==> src/hw/rtl/cdq_pkg.sv <==
// Shared types and constants for the circular deque.
package cdq_pkg;

  localparam int unsigned Depth = 8;
  localparam int unsigned WordW = 32;

  typedef enum logic [1:0] {
    OP_PUSH_FRONT = 2'd0,
    OP_PUSH_BACK  = 2'd1,
    OP_POP_FRONT  = 2'd2,
    OP_POP_BACK   = 2'd3
  } cdq_op_e;

  typedef enum logic [1:0] {
    ST_DONE  = 2'd0,
    ST_FULL  = 2'd1,
    ST_EMPTY = 2'd2
  } cdq_status_e;

  typedef struct packed {
    cdq_op_e                  operation;
    logic signed [WordW-1:0]  value;
  } cdq_in_t;

  typedef struct packed {
    cdq_status_e              status;
    logic                     is_empty;
    logic                     is_full;
    logic signed [WordW-1:0]  front_word;
    logic signed [WordW-1:0]  back_word;
  } cdq_out_t;

  // One storage position of the chain: an occupied flag and its word.
  typedef struct packed {
    logic                     valid;
    logic signed [WordW-1:0]  data;
  } cdq_slot_t;

  // Command broadcast to every cell; en is only set for a transaction that is not rejected.
  typedef struct packed {
    logic    en;
    cdq_op_e op;
  } cdq_cmd_t;

endpackage

==> src/hw/rtl/cdq_cell.sv <==
// One storage cell of the deque chain, trading words with its two neighbours.
module cdq_cell (
  input  logic                              clk_i,
  input  logic                              rst_ni,
  input  cdq_pkg::cdq_cmd_t                 cmd_i,
  input  logic signed [cdq_pkg::WordW-1:0]  push_word_i,
  input  cdq_pkg::cdq_slot_t                left_i,
  input  cdq_pkg::cdq_slot_t                right_i,
  output cdq_pkg::cdq_slot_t                slot_o,
  output logic                              last_o
);
  import cdq_pkg::*;

  logic                    valid_q, valid_d;
  logic signed [WordW-1:0] data_q, data_d;

  // Entries are packed from cell 0 (front) upwards; the back is the last occupied cell.
  always_comb begin
    valid_d = valid_q;
    data_d  = data_q;
    if (cmd_i.en) begin
      case (cmd_i.op)
        OP_PUSH_FRONT: begin
          valid_d = left_i.valid;
          data_d  = left_i.data;
        end
        OP_PUSH_BACK: begin
          if (!valid_q && left_i.valid) begin
            valid_d = 1'b1;
            data_d  = push_word_i;
          end
        end
        OP_POP_FRONT: begin
          valid_d = right_i.valid;
          data_d  = right_i.data;
        end
        OP_POP_BACK: begin
          if (valid_q && !right_i.valid) begin
            valid_d = 1'b0;
          end
        end
        default: begin
          valid_d = valid_q;
        end
      endcase
    end
  end

  always_ff @(posedge clk_i or negedge rst_ni) begin
    if (!rst_ni) begin
      valid_q <= 1'b0;
    end else begin
      valid_q <= valid_d;
    end
  end

  always_ff @(posedge clk_i) begin
    data_q <= data_d;
  end

  assign slot_o.valid = valid_q;
  assign slot_o.data  = data_q;
  assign last_o       = valid_q && !right_i.valid;

endmodule

==> src/hw/rtl/circular_deque.sv <==
// Top level of the circular deque: a chain of storage cells with a registered result stage.
//
// A double-ended queue of Depth signed 32-bit words. Each input transaction carries
// one operation (push front, push back, pop front, pop back) and a word, and gives
// exactly one output transaction with the status, the empty and full flags and the
// front and back words after the operation (both all ones when empty).
// Both channels use valid and ready. The cell chain is updated at the edge that
// accepts a transaction; the result is then formed from the updated cells and
// loaded into the output register once that register is free.
// Input ready is low while an accepted transaction awaits its result, during which
// the updated chain is read and the back word is gathered across all cells.
// While the receiver stalls, one result waits in the output register and one further
// transaction can be accepted and applied; input ready then stays low until the
// waiting result is taken.
// Reset clears every occupied flag, so the queue starts empty; the stored words are
// not reset and are never shown while unoccupied.
module circular_deque (
  input  logic              clk_i,
  input  logic              rst_ni,
  input  logic              in_valid_i,
  output logic              in_ready_o,
  input  cdq_pkg::cdq_in_t  in_data_i,
  output logic              out_valid_o,
  input  logic              out_ready_i,
  output cdq_pkg::cdq_out_t out_data_o
);
  import cdq_pkg::*;

  cdq_slot_t         slot [Depth];
  logic [Depth-1:0]  slot_valid;
  logic [Depth-1:0]  slot_last;
  cdq_cmd_t          cmd;

  logic              in_fire;
  logic              is_push;
  logic              cur_empty;
  logic              cur_full;
  cdq_status_e       status_now;

  logic              pend_q, pend_d;
  cdq_status_e       pend_status_q, pend_status_d;
  logic              out_valid_q, out_valid_d;
  cdq_out_t          out_q, out_d;
  logic              load_out;
  logic signed [WordW-1:0] back_acc;

  for (genvar i = 0; i < Depth; i++) begin : g_cell
    cdq_slot_t left_s, right_s;
    if (i == 0) begin : g_first
      assign left_s.valid = 1'b1;
      assign left_s.data  = in_data_i.value;
    end else begin : g_inner_left
      assign left_s = slot[i-1];
    end
    if (i == Depth - 1) begin : g_last
      assign right_s = '0;
    end else begin : g_inner_right
      assign right_s = slot[i+1];
    end

    cdq_cell u_cell (
      .clk_i       (clk_i),
      .rst_ni      (rst_ni),
      .cmd_i       (cmd),
      .push_word_i (in_data_i.value),
      .left_i      (left_s),
      .right_i     (right_s),
      .slot_o      (slot[i]),
      .last_o      (slot_last[i])
    );
    assign slot_valid[i] = slot[i].valid;
  end

  assign cur_empty = !slot_valid[0];
  assign cur_full  = slot_valid[Depth-1];
  assign is_push   = (in_data_i.operation == OP_PUSH_FRONT) ||
                     (in_data_i.operation == OP_PUSH_BACK);
  assign in_ready_o = !pend_q;
  assign in_fire    = in_valid_i && in_ready_o;

  always_comb begin
    status_now = ST_DONE;
    if (is_push && cur_full) begin
      status_now = ST_FULL;
    end else if (!is_push && cur_empty) begin
      status_now = ST_EMPTY;
    end
  end

  assign cmd.en = in_fire && (status_now == ST_DONE);
  assign cmd.op = in_data_i.operation;

  // Only the last occupied cell passes its word, so an OR over all cells gives the back.
  always_comb begin
    back_acc = '0;
    for (int unsigned i = 0; i < Depth; i++) begin
      back_acc = back_acc | (slot[i].data & {WordW{slot_last[i]}});
    end
  end

  assign load_out = pend_q && (!out_valid_q || out_ready_i);

  always_comb begin
    pend_d        = pend_q;
    pend_status_d = pend_status_q;
    out_valid_d   = out_valid_q;
    out_d         = out_q;
    if (out_valid_q && out_ready_i) begin
      out_valid_d = 1'b0;
    end
    if (load_out) begin
      pend_d           = 1'b0;
      out_valid_d      = 1'b1;
      out_d.status     = pend_status_q;
      out_d.is_empty   = cur_empty;
      out_d.is_full    = cur_full;
      out_d.front_word = cur_empty ? '1 : slot[0].data;
      out_d.back_word  = cur_empty ? '1 : back_acc;
    end
    if (in_fire) begin
      pend_d        = 1'b1;
      pend_status_d = status_now;
    end
  end

  always_ff @(posedge clk_i or negedge rst_ni) begin
    if (!rst_ni) begin
      pend_q      <= 1'b0;
      out_valid_q <= 1'b0;
    end else begin
      pend_q      <= pend_d;
      out_valid_q <= out_valid_d;
    end
  end

  always_ff @(posedge clk_i) begin
    pend_status_q <= pend_status_d;
    out_q         <= out_d;
  end

  assign out_valid_o = out_valid_q;
  assign out_data_o  = out_q;

`ifndef ASSERT_OFF
  // Occupied cells always form one run starting at the front cell.
  a_packed_chain: assert property (@(posedge clk_i) disable iff (!rst_ni)
    ((slot_valid & (slot_valid + 1'b1)) == '0))
    else $error("deque cells are not packed from the front");

  // A rejected transaction must leave the occupancy untouched.
  a_reject_stable: assert property (@(posedge clk_i) disable iff (!rst_ni)
    (in_fire && (status_now != ST_DONE)) |=> $stable(slot_valid))
    else $error("rejected transaction changed the deque");

  // A result can never claim to be both empty and full.
  a_flags_exclusive: assert property (@(posedge clk_i) disable iff (!rst_ni)
    out_valid_o |-> !(out_data_o.is_empty && out_data_o.is_full))
    else $error("result flagged empty and full together");
`endif

endmodule

==> config.mk <==
export PLATFORM = sky130hd
export DESIGN_NAME = circular_deque
export DESIGN_NICKNAME = d
export VERILOG_FILES = /design/src/hw/rtl/cdq_pkg.sv /design/src/hw/rtl/cdq_cell.sv /design/src/hw/rtl/circular_deque.sv
export SDC_FILE = /design/constraint.sdc
export NUM_CORES = 1
export LEC_CHECK = 0
export BUFFER_PORTS_ARGS = -buffer_cell sky130_fd_sc_hd__clkbuf_2
export CAP_MARGIN = 20
export CORE_ASPECT_RATIO = 0.9
export CORE_MARGIN = 4
export CORE_UTILIZATION = 35
export DETAILED_ROUTE_END_ITERATION = 16
export GPL_TIMING_DRIVEN = 1
export PLACE_DENSITY = 0.6
export SLEW_MARGIN = 20
export SYNTH_ARGS = -nofsm -noshare
export SYNTH_HDL_FRONTEND = slang
export SYNTH_SLANG_ARGS = --single-unit
==> constraint.sdc <==
create_clock -name clk_i -period 6.2 [get_ports clk_i]
set_clock_uncertainty 0.05 [all_clocks]
set_input_delay 0.31 -clock clk_i [delete_from_list [all_inputs] [get_ports clk_i]]
set_output_delay 0.31 -clock clk_i [all_outputs]
set_load 0.02 [all_outputs]
==> Word level (Yosys, flattened, before mapping) <==
Cells that the tools add are included.
W data, S select, Z words.
{ "totals": {"reg_bits": 336, "in_bits": 38, "output_inout_bits": 70, "elab_cells": 150} }
{ "op_classes": {"n_eq_ne": 18, "n_mux": 44, "bitwise": 15, "n_reduce_logical": 49} }
{ "ops": {"columns": ["operator", "n"], "rows": [
  ["$pmux W32 S3", 8],
  ["$and A32 B32 Y32", 8],
  ["$mux W32", 8],
  ["$or A32 B32 Y32", 7],
  ["$reduce_and A3 Y1", 14],
  ["$ne A2 B1 Y1 const B", 14],
  ["$pmux W1 S4", 6],
  ["$mux W1", 18],
  ["$logic_and A1 B1 Y1", 13],
  ["$logic_not A1 Y1", 11],
  ["$pmux W1 S3", 2],
  ["$eq A2 B2 Y1 const B", 2],
  ["$logic_not A2 Y1", 2],
  ["$mux W2", 2],
  ["$reduce_and A2 Y1", 2],
  ["$reduce_bool A2 Y1", 2],
  ["$reduce_or A2 Y1", 2],
  ["$reduce_bool A3 Y1", 1],
  ["$eq A2 B1 Y1 const B", 1],
  ["$logic_or A1 B1 Y1", 2],
  ["$ne A2 B2 Y1 const B", 1]
]} }

==> Depth between registers and ports, before layout <==
Gate-level depths: netlist of run 1.
{ "depth": {"ltp_word": 10, "depth_mapped": 9} }

==> Hierarchy <==
Synthesis of run 1 repeated with hierarchy kept, for this count alone.
{ "hier_totals": {"hier_cells": 1603, "hier_area_um2": 17860.9} }
{ "modules_own_cells": {"columns": ["module", "n_inst", "cells_each", "area_per_inst_um2", "seq_area_each_um2"], "rows": [
  ["cdq_cell", 8, 162, 1734.2, 985.9],
  ["circular_deque", 1, 307, 3987.6, 2152.1]
]} }

==> Worst setup path before layout of run 1 <==
OpenSTA, ideal clock, no wires.
{ "synth_path": {"path_type": "input to register", "from": "input in_data_i[33] (netlist name)", "to": "register g_cell[0].u_cell.data_q[0], enable pin", "arrival_time_ns": 3.009, "required_ns": 5.718, "slack_ns": 2.709, "path_stages": 8, "cell_sequence": "inv_1 ha_1 buf_6 o21a_4 nor3_4 nand2b_1 buf_2 a21oi_1"} }
{ "synth_lines": {"columns": ["item", "line_no", "source"], "rows": [
  ["from (decl)", "circular_deque.sv:22", "input cdq_pkg::cdq_in_t in_data_i,"],
  ["$eq A2 B1 Y1 / $logic_not A2 Y1 (equally long branches)", "circular_deque.sv:77, circular_deque.sv:76", null],
  ["$logic_or A1 B1 Y1 (*)", "circular_deque.sv:76", "assign is_push = (in_data_i.operation == OP_PUSH_FRONT) ||"],
  ["$logic_and A1 B1 Y1 (*)", "circular_deque.sv:83", "if (is_push && cur_full) begin"],
  ["$mux W2 (*)", "circular_deque.sv:83", null],
  ["via status_now[0]", "circular_deque.sv:38", "cdq_status_e status_now;"],
  ["$logic_not A2 Y1 (*)", "circular_deque.sv:90", "assign cmd.en = in_fire && (status_now == ST_DONE);"],
  ["$logic_and A1 B1 Y1 (*)", "circular_deque.sv:90", null],
  ["$reduce_and A3 Y1 (no source line) (*)", null, null],
  ["to (signal assigned)", "cdq_cell.sv:58", "data_q <= data_d;"],
  ["to (decl)", "cdq_cell.sv:15", "logic signed [WordW-1:0] data_q, data_d;"]
]} }
The timed path passes the listed nets; every way through them passes the cells marked *.
A chain may end at the register's enable or synchronous reset.

==> Final worst setup path of run 1 <==
{ "layout_path": {"from": "input in_data_i[33] (netlist name)", "to": "register g_cell[7].u_cell.data_q[11], enable pin"} }
{ "layout_between": {"elab_chain_len": 9} }
{ "layout_lines": {"columns": ["item", "line_no", "source"], "rows": [
  ["$eq A2 B1 Y1 / $logic_not A2 Y1 (equally long branches)", "circular_deque.sv:77, circular_deque.sv:76", null],
  ["$logic_or A1 B1 Y1 (*)", "circular_deque.sv:76", null],
  ["$logic_not A1 Y1", "circular_deque.sv:85", "end else if (!is_push && cur_empty) begin"],
  ["$logic_and A1 B1 Y1", "circular_deque.sv:85", null],
  ["$mux W2", "circular_deque.sv:85", null],
  ["$mux W2 (*)", "circular_deque.sv:83", null],
  ["via status_now[1]", "circular_deque.sv:38", null],
  ["$logic_not A2 Y1 (*)", "circular_deque.sv:90", null],
  ["$logic_and A1 B1 Y1 (*)", "circular_deque.sv:90", null],
  ["$reduce_and A3 Y1 (no source line) (*)", null, null],
  ["to (signal assigned)", "cdq_cell.sv:58", null],
  ["to (decl)", "cdq_cell.sv:15", null]
]} }
Marked as above.

==> results.toml, run 1 <==
[status]
run_status = "complete, no violations"

[yosys]
ys.warnings.count = 0
synth_nets = 1603
syn_area_sq_um = 16700
ys_async_sr_fraction_pct = 2.98
synth_top_area_cell = "edfxtp_1"
ys.flop_type = "edfxtp_1"
syn_avg_cell_area_sq_um = 10.7
synth_commonest_cells = "407 x a21oi_1, 326 x edfxtp_1, 231 x nor2_1, 124 x clkbuf_1, 66 x nand2_1"
synth_area_leaders = "edfxtp_1 59%, a21oi_1 12%, nor2_1 5.2%, mux2_2 4.3%, clkbuf_1 2.8%"
seq_area_frac_synth_pct = 60.1
synth_cells = 1561
synth.most_common_cell = "a21oi_1"
synth_top_area_share_pct = 58.6
synth-edff-count = 326
ys_types = 40
ys_ff_latch = 336

[sta]
fin_tns_setup_ps = 0
rsz0062_at_grt = "no"
hold_viol = 0
min_period_over_period_pct = 59.6
slew_headroom_pct = 22.2
drv_slew = 0
setup_viol = 0
tightestPinTransition_ps = 1160
period_needed_ps = 3700
layout_setup_ws_ps = 2500
hold_ws_ps = 27.6
max_freq_mhz = 271

[layout]
utilization_pct = 40.4
antenna_cells = 0
fin_cells = 2214
syn_to_final_growth_pct = 13.5
drive_above_1_share_pct = 17.6
n_fill_cell = 4476
finalNetCount = 1614
design_area_sq_um = 19000

[pwr]
peakVddDrop_mv = 0.222
finalPower_mw = 7.66
static-leakage-power_nw = 6.33
power.density_nw_per_um2 = 404

[detailed_routing]
first_pass_iters = 6
ant_nets = 0
drc_errors = 0
wl_per_cell_microns = 22.1
via_per_inst = 5.70
drt_wl_total_microns = 48900
dr_total_vias = 12600
drt_first_iter_violations = 1440

[placed_design]
place_area_sq_um = 17800
port_buffers = 107
hpwlAfterDp_microns = 28500
pre_cts_ws_ps = 1910
dp.cells = 2147
globalplace.congestion = 0.809

[floorplanning]
dieHeight_microns = 215
die_w_microns = 238
die-area_sq_um = 51300
coreArea_sq_um = 46900
start_util_pct = 35.6
rows = 75
num_io_pins = 108

[global_routing]
grt_pass1_vias = 12200
antenna_found_initial = 0
grt_max_degree = 159
grt_usage_pct = 18.5
grt_overflow = 0
grt_pass1_wl_microns = 74300

[clock_tree]
root_buffer = "clkbuf_16"
cts-buffers-inserted = 38
cts_tree = "done"
cts_max_path_buffers = 3
cts_num_sinks = 336
cts.htree.levels = 2
worstSkewPairLatency_ps = 550
cts_setup_buffers = 0
cts_resized = 0
clkSlewWorstSetupHoldPaths_ps = 60
postCtsHoldBufs = 1

[hold_path]
whs_path_depth = 2
hold_start = "in_data_i[19]"
whs_endpoint = "g_cell[0].u_cell.data_q[19]$_DFFE_PP_"
hold_class = "input pin to flip-flop"

[setup_path]
cp_max_fo = 55
reg2reg_to = "g_cell[7].u_cell.data_q[11]$_DFFE_PP_"
cp_top_family = "simple AND/OR/NAND/NOR gates"
max_stage_delay_ps = 950
slowest_stage = "a21oi_4"
reg2regPathDepth = 5
r2r_slack_ps = 2870
worstPathBufferInverterCount = 3
r2r-start = "pend_q$_DFFE_PN0P_"
critPathLaunchType = "input pin"
cp-end-kind = "flip-flop"
crit_required_ps = 6380
path_cells = "clkbuf_2, inv_1, ha_4, nor3_1, nor3_4, nand2b_1, a21oi_4, buf_4"
cp.arrival_ps = 3870
crit_type = "input pin to flip-flop"

[job]
drv_cap = 0
## worst max-delay path by stage
stage / slack, ps / cells past startpoint / start / to
6_report: 2500 / 8 / in_data_i[33] / g_cell[7].u_cell.data_q[11]$_DFFE_PP_
5_1_grt: 2290 / 8 / in_data_i[33] / g_cell[7].u_cell.data_q[11]$_DFFE_PP_
4_1_cts: 2490 / 8 / in_data_i[33] / g_cell[7].u_cell.data_q[11]$_DFFE_PP_
3_5_place_dp: 1910 / 8 / in_data_i[33] / g_cell[7].u_cell.data_q[18]$_DFFE_PP_
3_3_place_gp: 1850 / 8 / in_data_i[33] / g_cell[2].u_cell.data_q[24]$_DFFE_PP_
2_1_floorplan: 2710 / 8 / in_data_i[33] / g_cell[0].u_cell.data_q[0]$_DFFE_PP_
## cell type report
type	instances	area [sq um]	area share (%)
clock buffer	53	1080	5.70
sequential	336	10000	53.0
clock inverter	13	115	0.607
inverter	10	37.5	0.198
timing repair buffer	131	783	4.13
multi-input combinational	1055	6140	32.3
tap	616	771	4.06
## cells in the final DEF (no fill, tap or decap), types with 4 or more instances in the layout
cell and count:
a22oi_1 40, nor2_1 228, nand2b_1 41, a21oi_4 7
mux2_2 64, nand4_1 20, edfxtp_1 326, a31oi_1 11
clkbuf_2 107, o2bb2ai_1 6, dfrtp_1 4, a221o_1 12
a21oi_1 400, and2_1 32, clkinv_2 7, dfrtp_2 5
nor3b_1 5, nand3b_1 26, nand2_1 66, a221oi_1 9
buf_4 18, inv_1 8, o21ai_0 23, a211oi_1 15
o2111ai_1 12, a311oi_1 5, clkbuf_1 11, clkbuf_16 41
## metal layers
metal	GRT usage, %	wire length, microns
met2	28.2	21800
met1	26.5	21500
met4	6.38	1510
met5	0	0
met3	3.67	4050
## worst register-to-register path: stages, from the launching register on
cell      delay [ps]
dfrtp_1          390
nand2b_1         320
nor3_4           380
nand2b_1         520
a21oi_4          950
buf_4            400
## logic make-up after synthesis
group	Yosys count	synth area share, %
flops	336	60.1
mux	69	4.70
simple gates	429	11.9
fa+ha+maj	4	0.300
compound gates	553	18.9
buf+inv	170	4.10
## flip-flops by register name, summed over array words and instances, names as in the netlist
signal,cells
out_data_o,68
pend_q,1
out_valid_o,1
g_cell.u_cell.valid_q,8
g_cell.u_cell.data_q,256
pend_status_q,2
## where the power goes
part	total (mW)	internal, mW	switching [mW]	leakage, nW
Clock	2.23	1.30	0.930	0.590
Combinational	2.13	0.667	1.47	2.62
Sequential	3.30	2.99	0.309	3.12
Total	7.66	4.95	2.71	6.33
Power figures use the tool's default switching activity.
==> run 2: changes to the inputs <==
Clock period 6.2 ns to 3.9 ns, I/O delays scaled along.
==> run 2 against run 1 <==
  * Hold slack better by 1.0 ps
  * Register-to-register slack lost 1900 ps
  * Critical path depth is 3 lower
  * Core utilization up 1.1 points
  * Via count up 1.1%
  * Non-clock buffer count is 49 higher
  * Design area is 2.6% higher
  * Sequential cell count did not move
  * Critical endpoint is now g_cell[7].u_cell.data_q[5]$_DFFE_PP_
==> results.toml, run 2 (same netlist as run 1, synthesis figures left out) <==
[status]
run_status = "complete, no violations"

[clock_tree]
cts_tree = "done"
root_buffer = "clkbuf_16"
worstSkewPairLatency_ps = 560
cts.htree.levels = 2
cts-buffers-inserted = 39
cts_setup_buffers = 0
cts_max_path_buffers = 3
clkSlewWorstSetupHoldPaths_ps = 50
cts_num_sinks = 336

[setup_path]
slowest_stage = "a21oi_4"
max_stage_delay_ps = 670
crit_type = "flip-flop to flip-flop"
cp-end-kind = "flip-flop"
cp_max_fo = 21
cp.arrival_ps = 3160
path_common_cell = "nand2b_1"
critPathLaunchType = "flip-flop"
path_cells = "nand2b_1, nor3_4, nand2b_1, a21oi_4, buf_12"
r2r_slack_ps = 930
crit_required_ps = 4090

[global_routing]
grt_overflow = 0
grt_max_degree = 99
grt_usage_pct = 18.7
grt_pass1_wl_microns = 74900
grt_pass1_vias = 12200
antenna_found_initial = 0

[layout]
syn_to_final_growth_pct = 16.5
largest_reg_flops = 256
utilization_pct = 41.5
drive_above_1_share_pct = 18.1
antenna_cells = 0
finalNetCount = 1664
final_common_cell = "a21oi_1"
top_register = "g_cell.u_cell.data_q"
fin_cells = 2265
layout_common_cells = "400 x a21oi_1, 326 x edfxtp_1, 228 x nor2_1"

[placed_design]
globalplace.congestion = 0.805
hpwlAfterDp_microns = 29000
dp.cells = 2163
port_buffers = 107

[floorplanning]
dieHeight_microns = 215
die-area_sq_um = 51300
num_io_pins = 108
start_util_pct = 35.6
coreArea_sq_um = 46900
rows = 75
die_w_microns = 238

[sta]
period_needed_ps = 2970
slew_headroom_pct = 28.3
drv_slew = 0
hold_viol = 0
tightestPinTransition_ps = 1070
max_freq_mhz = 337
rsz0062_at_grt = "no"
setup_viol = 0
hold_ws_ps = 28.6
fin_tns_setup_ps = 0
min_period_over_period_pct = 76.1

[pwr]
p_comb_share_pct = 27.8
peakVddDrop_mv = 0.320
static-leakage-power_nw = 6.55
netSwitchingPower_mw = 4.30
p_sw_share_pct = 35.1
power.density_nw_per_um2 = 629
clockPowerShare_pct = 29.0
p_seq_share_pct = 43.3
internal_power_mw = 7.94

[job]
drv_cap = 0

[hold_path]
hold_class = "input pin to asynchronous set/reset pin"

[detailed_routing]
drt_first_iter_violations = 1499
wl_per_cell_microns = 21.9
via_per_inst = 5.64
drt_wl_total_microns = 49600
first_pass_iters = 5
ant_nets = 0
drc_errors = 0
dr_total_vias = 12800
[run 2: changes by cell type in the layout (fill, tap and decap cells not counted), moves of 2 or more]
cell and delta:
clkinv_2 -3, clkinvlp_4 +2, buf_12 +4, dlygate4sd3_1 +33
buf_4 +14, clkbuf_8 +2
[run 2: power groups by stage]
| stage | combinational [mW] | sequential (mW) | clock, mW |
|---|---|---|---|
| floorplan | 2.11 | 5.23 | 0 |
| CTS | 3.40 | 5.29 | 3.64 |
| global placement | 3.31 | 5.36 | 0 |
| global route | 3.68 | 5.35 | 3.78 |
| finish | 3.40 | 5.30 | 3.55 |
| detailed placement | 3.36 | 5.35 | 0 |
[run 2: layer usage]
layer	part of all wire, %	global-route usage (%)	wire length [microns]	up-vias
li1	-	-	-	5922
met1	43	27.0	21500	6151
met2	46	29.1	22700	624
met3	8.7	3.58	4320	67
met4	1.9	4.86	957	0
met5	0	0	0	-
[run 2: worst paths after layout]
path,cells past startpoint,start,endpoint
worst max-delay path,5,pend_q$_DFFE_PN0P_,g_cell[7].u_cell.data_q[5]$_DFFE_PP_
worst min-delay path,2,rst_ni,out_valid_o$_DFFE_PN0P_
worst max register to register,5,pend_q$_DFFE_PN0P_,g_cell[7].u_cell.data_q[5]$_DFFE_PP_
worst min register to register,0,pend_status_q[1]$_DFFE_PP_,out_data_o[67]$_DFFE_PP_
max in group asynchronous,2,rst_ni,g_cell[0].u_cell.valid_q$_DFFE_PN0P_
min in group clk_i,3,in_valid_i,pend_q$_DFFE_PN0P_
[run 2: final cells by class]
| type | count | area (sq um) |
|---|---|---|
| Clock buffer | 54 | 1080 |
| Timing Repair Buffer | 180 | 1260 |
| Tap cell | 616 | 771 |
| Multi-Input combinational cell | 1055 | 6140 |
| Clock inverter | 14 | 135 |
| Inverter | 10 | 37.5 |
| Fill cell | 4482 | 27400 |
| Sequential cell | 336 | 10000 |
[run 2: stage by stage]
step                      setup WS [ps]  power, mW  area (sq um)
after CTS                           954       12.3         19500
final                               934       12.2         19500
after floorplan                     524       7.34         16700
after global routing                792       12.8         19500
after global placement              587       8.66         17900
after detailed placement            584       8.71         17900
[run 2: worst max-delay path: cells and delay by family, from the launching register on]
family | cells | cell delay [ps]
AO/OA/AOI/OAI | 1 | 670
AND/OR/NAND/NOR | 3 | 1250
buffers and inverters | 1 | 270
flip-flops | 1 | 380
[run 2: repair_timing]
| item | CTS | global route |
|---|---|---|
| hold endpoints to repair | 44 | 0 |
| resized for setup | 0 | 0 |
| setup endpoints to repair | 0 | 0 |
| hold buffers | 34 | 0 |
==> run 3: changes to the inputs <==
Clock period 3.9 ns to 2.95 ns, I/O delays scaled along.
==> run 3 against run 2 <==
  * Routed wire length up 1.1%
  * Non-clock buffer count rose by 17
  * Core utilization up 0.13 points
  * Total power up 32%
  * Global-route usage grew 0.26 points
  * Final cell count grew 0.93%
  * Sequential power grew 31%
  * Design area increased by 0.31%
  * Largest power group unchanged
==> results.toml, run 3 (same netlist as run 1, synthesis figures left out) <==
[floorplanning]
rows = 75
num_io_pins = 108
coreArea_sq_um = 46900
dieHeight_microns = 215
die_w_microns = 238
die-area_sq_um = 51300
start_util_pct = 35.6

[pwr]
power.density_nw_per_um2 = 824
static-leakage-power_nw = 6.60
peakVddDrop_mv = 0.366

[detailed_routing]
drt_first_iter_violations = 1618
ant_nets = 0
wl_per_cell_microns = 21.9
drc_errors = 0
dr_total_vias = 13000
drt_wl_total_microns = 50100
via_per_inst = 5.68
first_pass_iters = 5

[global_routing]
grt_pass1_wl_microns = 76000
grt_max_degree = 93
grt_overflow = 0
grt_pass1_vias = 12200
antenna_found_initial = 0
grt_usage_pct = 19.0

[hold_path]
hold_class = "input pin to flip-flop"

[sta]
slew_headroom_pct = 32.1
hold_ws_ps = 123
fin_tns_setup_ps = 0
period_needed_ps = 2300
tightestPinTransition_ps = 1020
min_period_over_period_pct = 78.0
max_freq_mhz = 435
hold_viol = 0
drv_slew = 0
rsz0062_at_grt = "no"
setup_viol = 0

[clock_tree]
cts_num_sinks = 336
cts_setup_buffers = 0
cts_resized = 0
root_buffer = "clkbuf_16"
cts.htree.levels = 2
cts_tree = "done"
worstSkewPairLatency_ps = 560
cts_max_path_buffers = 3
clkSlewWorstSetupHoldPaths_ps = 60
cts-buffers-inserted = 39

[layout]
top_register = "g_cell.u_cell.data_q"
layout_common_cells = "400 x a21oi_1, 326 x edfxtp_1, 228 x nor2_1"
largest_reg_flops = 256
syn_to_final_growth_pct = 16.9
final_common_cell = "a21oi_1"
design_area_sq_um = 19500
finalNetCount = 1681
n_fill_cell = 4487
drive_above_1_share_pct = 18.6
antenna_cells = 0

[setup_path]
cp_max_fo = 20
slowest_stage = "buf_4"
reg2reg_to = "g_cell[1].u_cell.data_q[5]$_DFFE_PP_"
worstPathBufferInverterCount = 3
path_common_cell = "buf_4"
cp.arrival_ps = 2470
max_stage_delay_ps = 470
reg2regPathDepth = 5
startpoint = "g_cell[1].u_cell.valid_q$_DFFE_PN0P_"
crit_required_ps = 3110
critPathLaunchType = "flip-flop"
cp-end-kind = "flip-flop"
r2r_slack_ps = 650
path_cells = "inv_2, buf_4, a21boi_0, nor2_4, buf_4"
r2r-start = "g_cell[1].u_cell.valid_q$_DFFE_PN0P_"
critPathCapture = "g_cell[1].u_cell.data_q[5]$_DFFE_PP_"
path_depth = 5
crit_type = "flip-flop to flip-flop"
cp_top_family = "buffers and inverters"

[placed_design]
port_buffers = 107
place_area_sq_um = 18000
globalplace.congestion = 0.817
hpwlAfterDp_microns = 29600

[status]
run_status = "complete, no violations"

[job]
drv_cap = 0
## run 3: cell count changes in the layout (fill, tap and decap cells not counted), sizes merged
cell	previous run	this run
clkinv	9	14
clkinvlp	2	1
bufinv	2	0
buf	39	55
clkbuf	161	163
dlygate4sd3	34	35
## run 3: final cells by class
type / count / area [sq um] / area share [%]
Clock buffer: 56 / 1060 / 5.43
Clock inverter: 16 / 92.6 / 0.474
Inverter: 10 / 37.5 / 0.192
Multi-Input combinational cell: 1055 / 6140 / 31.4
Sequential cell: 336 / 10000 / 51.4
Tap cell: 616 / 771 / 3.95
Timing Repair Buffer: 197 / 1390 / 7.10
## run 3: worst reg2reg max path: cells and delay by family, from the launching register on
family                 cells  cell delay [ps]
AND/OR/NAND/NOR            1              140
AO/OA/AOI/OAI              1              240
flip-flops                 1              390
buffers and inverters      3             1120
## run 3: power breakdown
group | internal [mW] | leakage [nW] | total [mW] | switching (mW)
combinational | 1.54 | 2.93 | 4.67 | 3.13
sequential | 6.27 | 3.12 | 6.95 | 0.681
clock | 2.51 | 0.558 | 4.48 | 1.96
total | 10.3 | 6.60 | 16.1 | 5.77
## run 3: layer usage
layer | GRT usage [%] | wire length (microns) | vias up
met4 | 5.42 | 1280 | 0
li1 | - | - | 5957
met1 | 27.7 | 21800 | 6240
met3 | 3.86 | 4520 | 96
met5 | 0 | 0 | -
met2 | 28.7 | 22500 | 694
## run 3: stage by stage
step | power (mW) | setup slack (ps) | instances | utilization, %
after global routing | 16.8 | 580 | 2286 | 41.6
after detailed placement | 11.6 | 549 | 2179 | 38.4
after CTS | 16.2 | 654 | 2286 | 41.6
after global placement | 11.6 | 583 | 2179 | 38.4
final | 16.1 | 650 | 2286 | 41.6
after floorplan | 9.70 | -378 | 1561 | -
## run 3: worst min-delay path by stage
stage	endpoint	depth (start not counted)	slack (ps)	start
4_1_cts	pend_q$_DFFE_PN0P_	4	100	in_valid_i
3_5_place_dp	pend_q$_DFFE_PN0P_	1	10	rst_ni
5_1_grt	pend_q$_DFFE_PN0P_	4	160	in_valid_i
3_3_place_gp	out_valid_o$_DFFE_PN0P_	1	10	rst_ni
2_1_floorplan	g_cell[0].u_cell.valid_q$_DFFE_PN0P_	0	-200	rst_ni
6_report	pend_q$_DFFE_PN0P_	4	120	in_valid_i
## run 3: timing repair
item                       CTS  global route
setup endpoints to repair    0             0
hold endpoints to repair    44             0
hold buffers                35             0
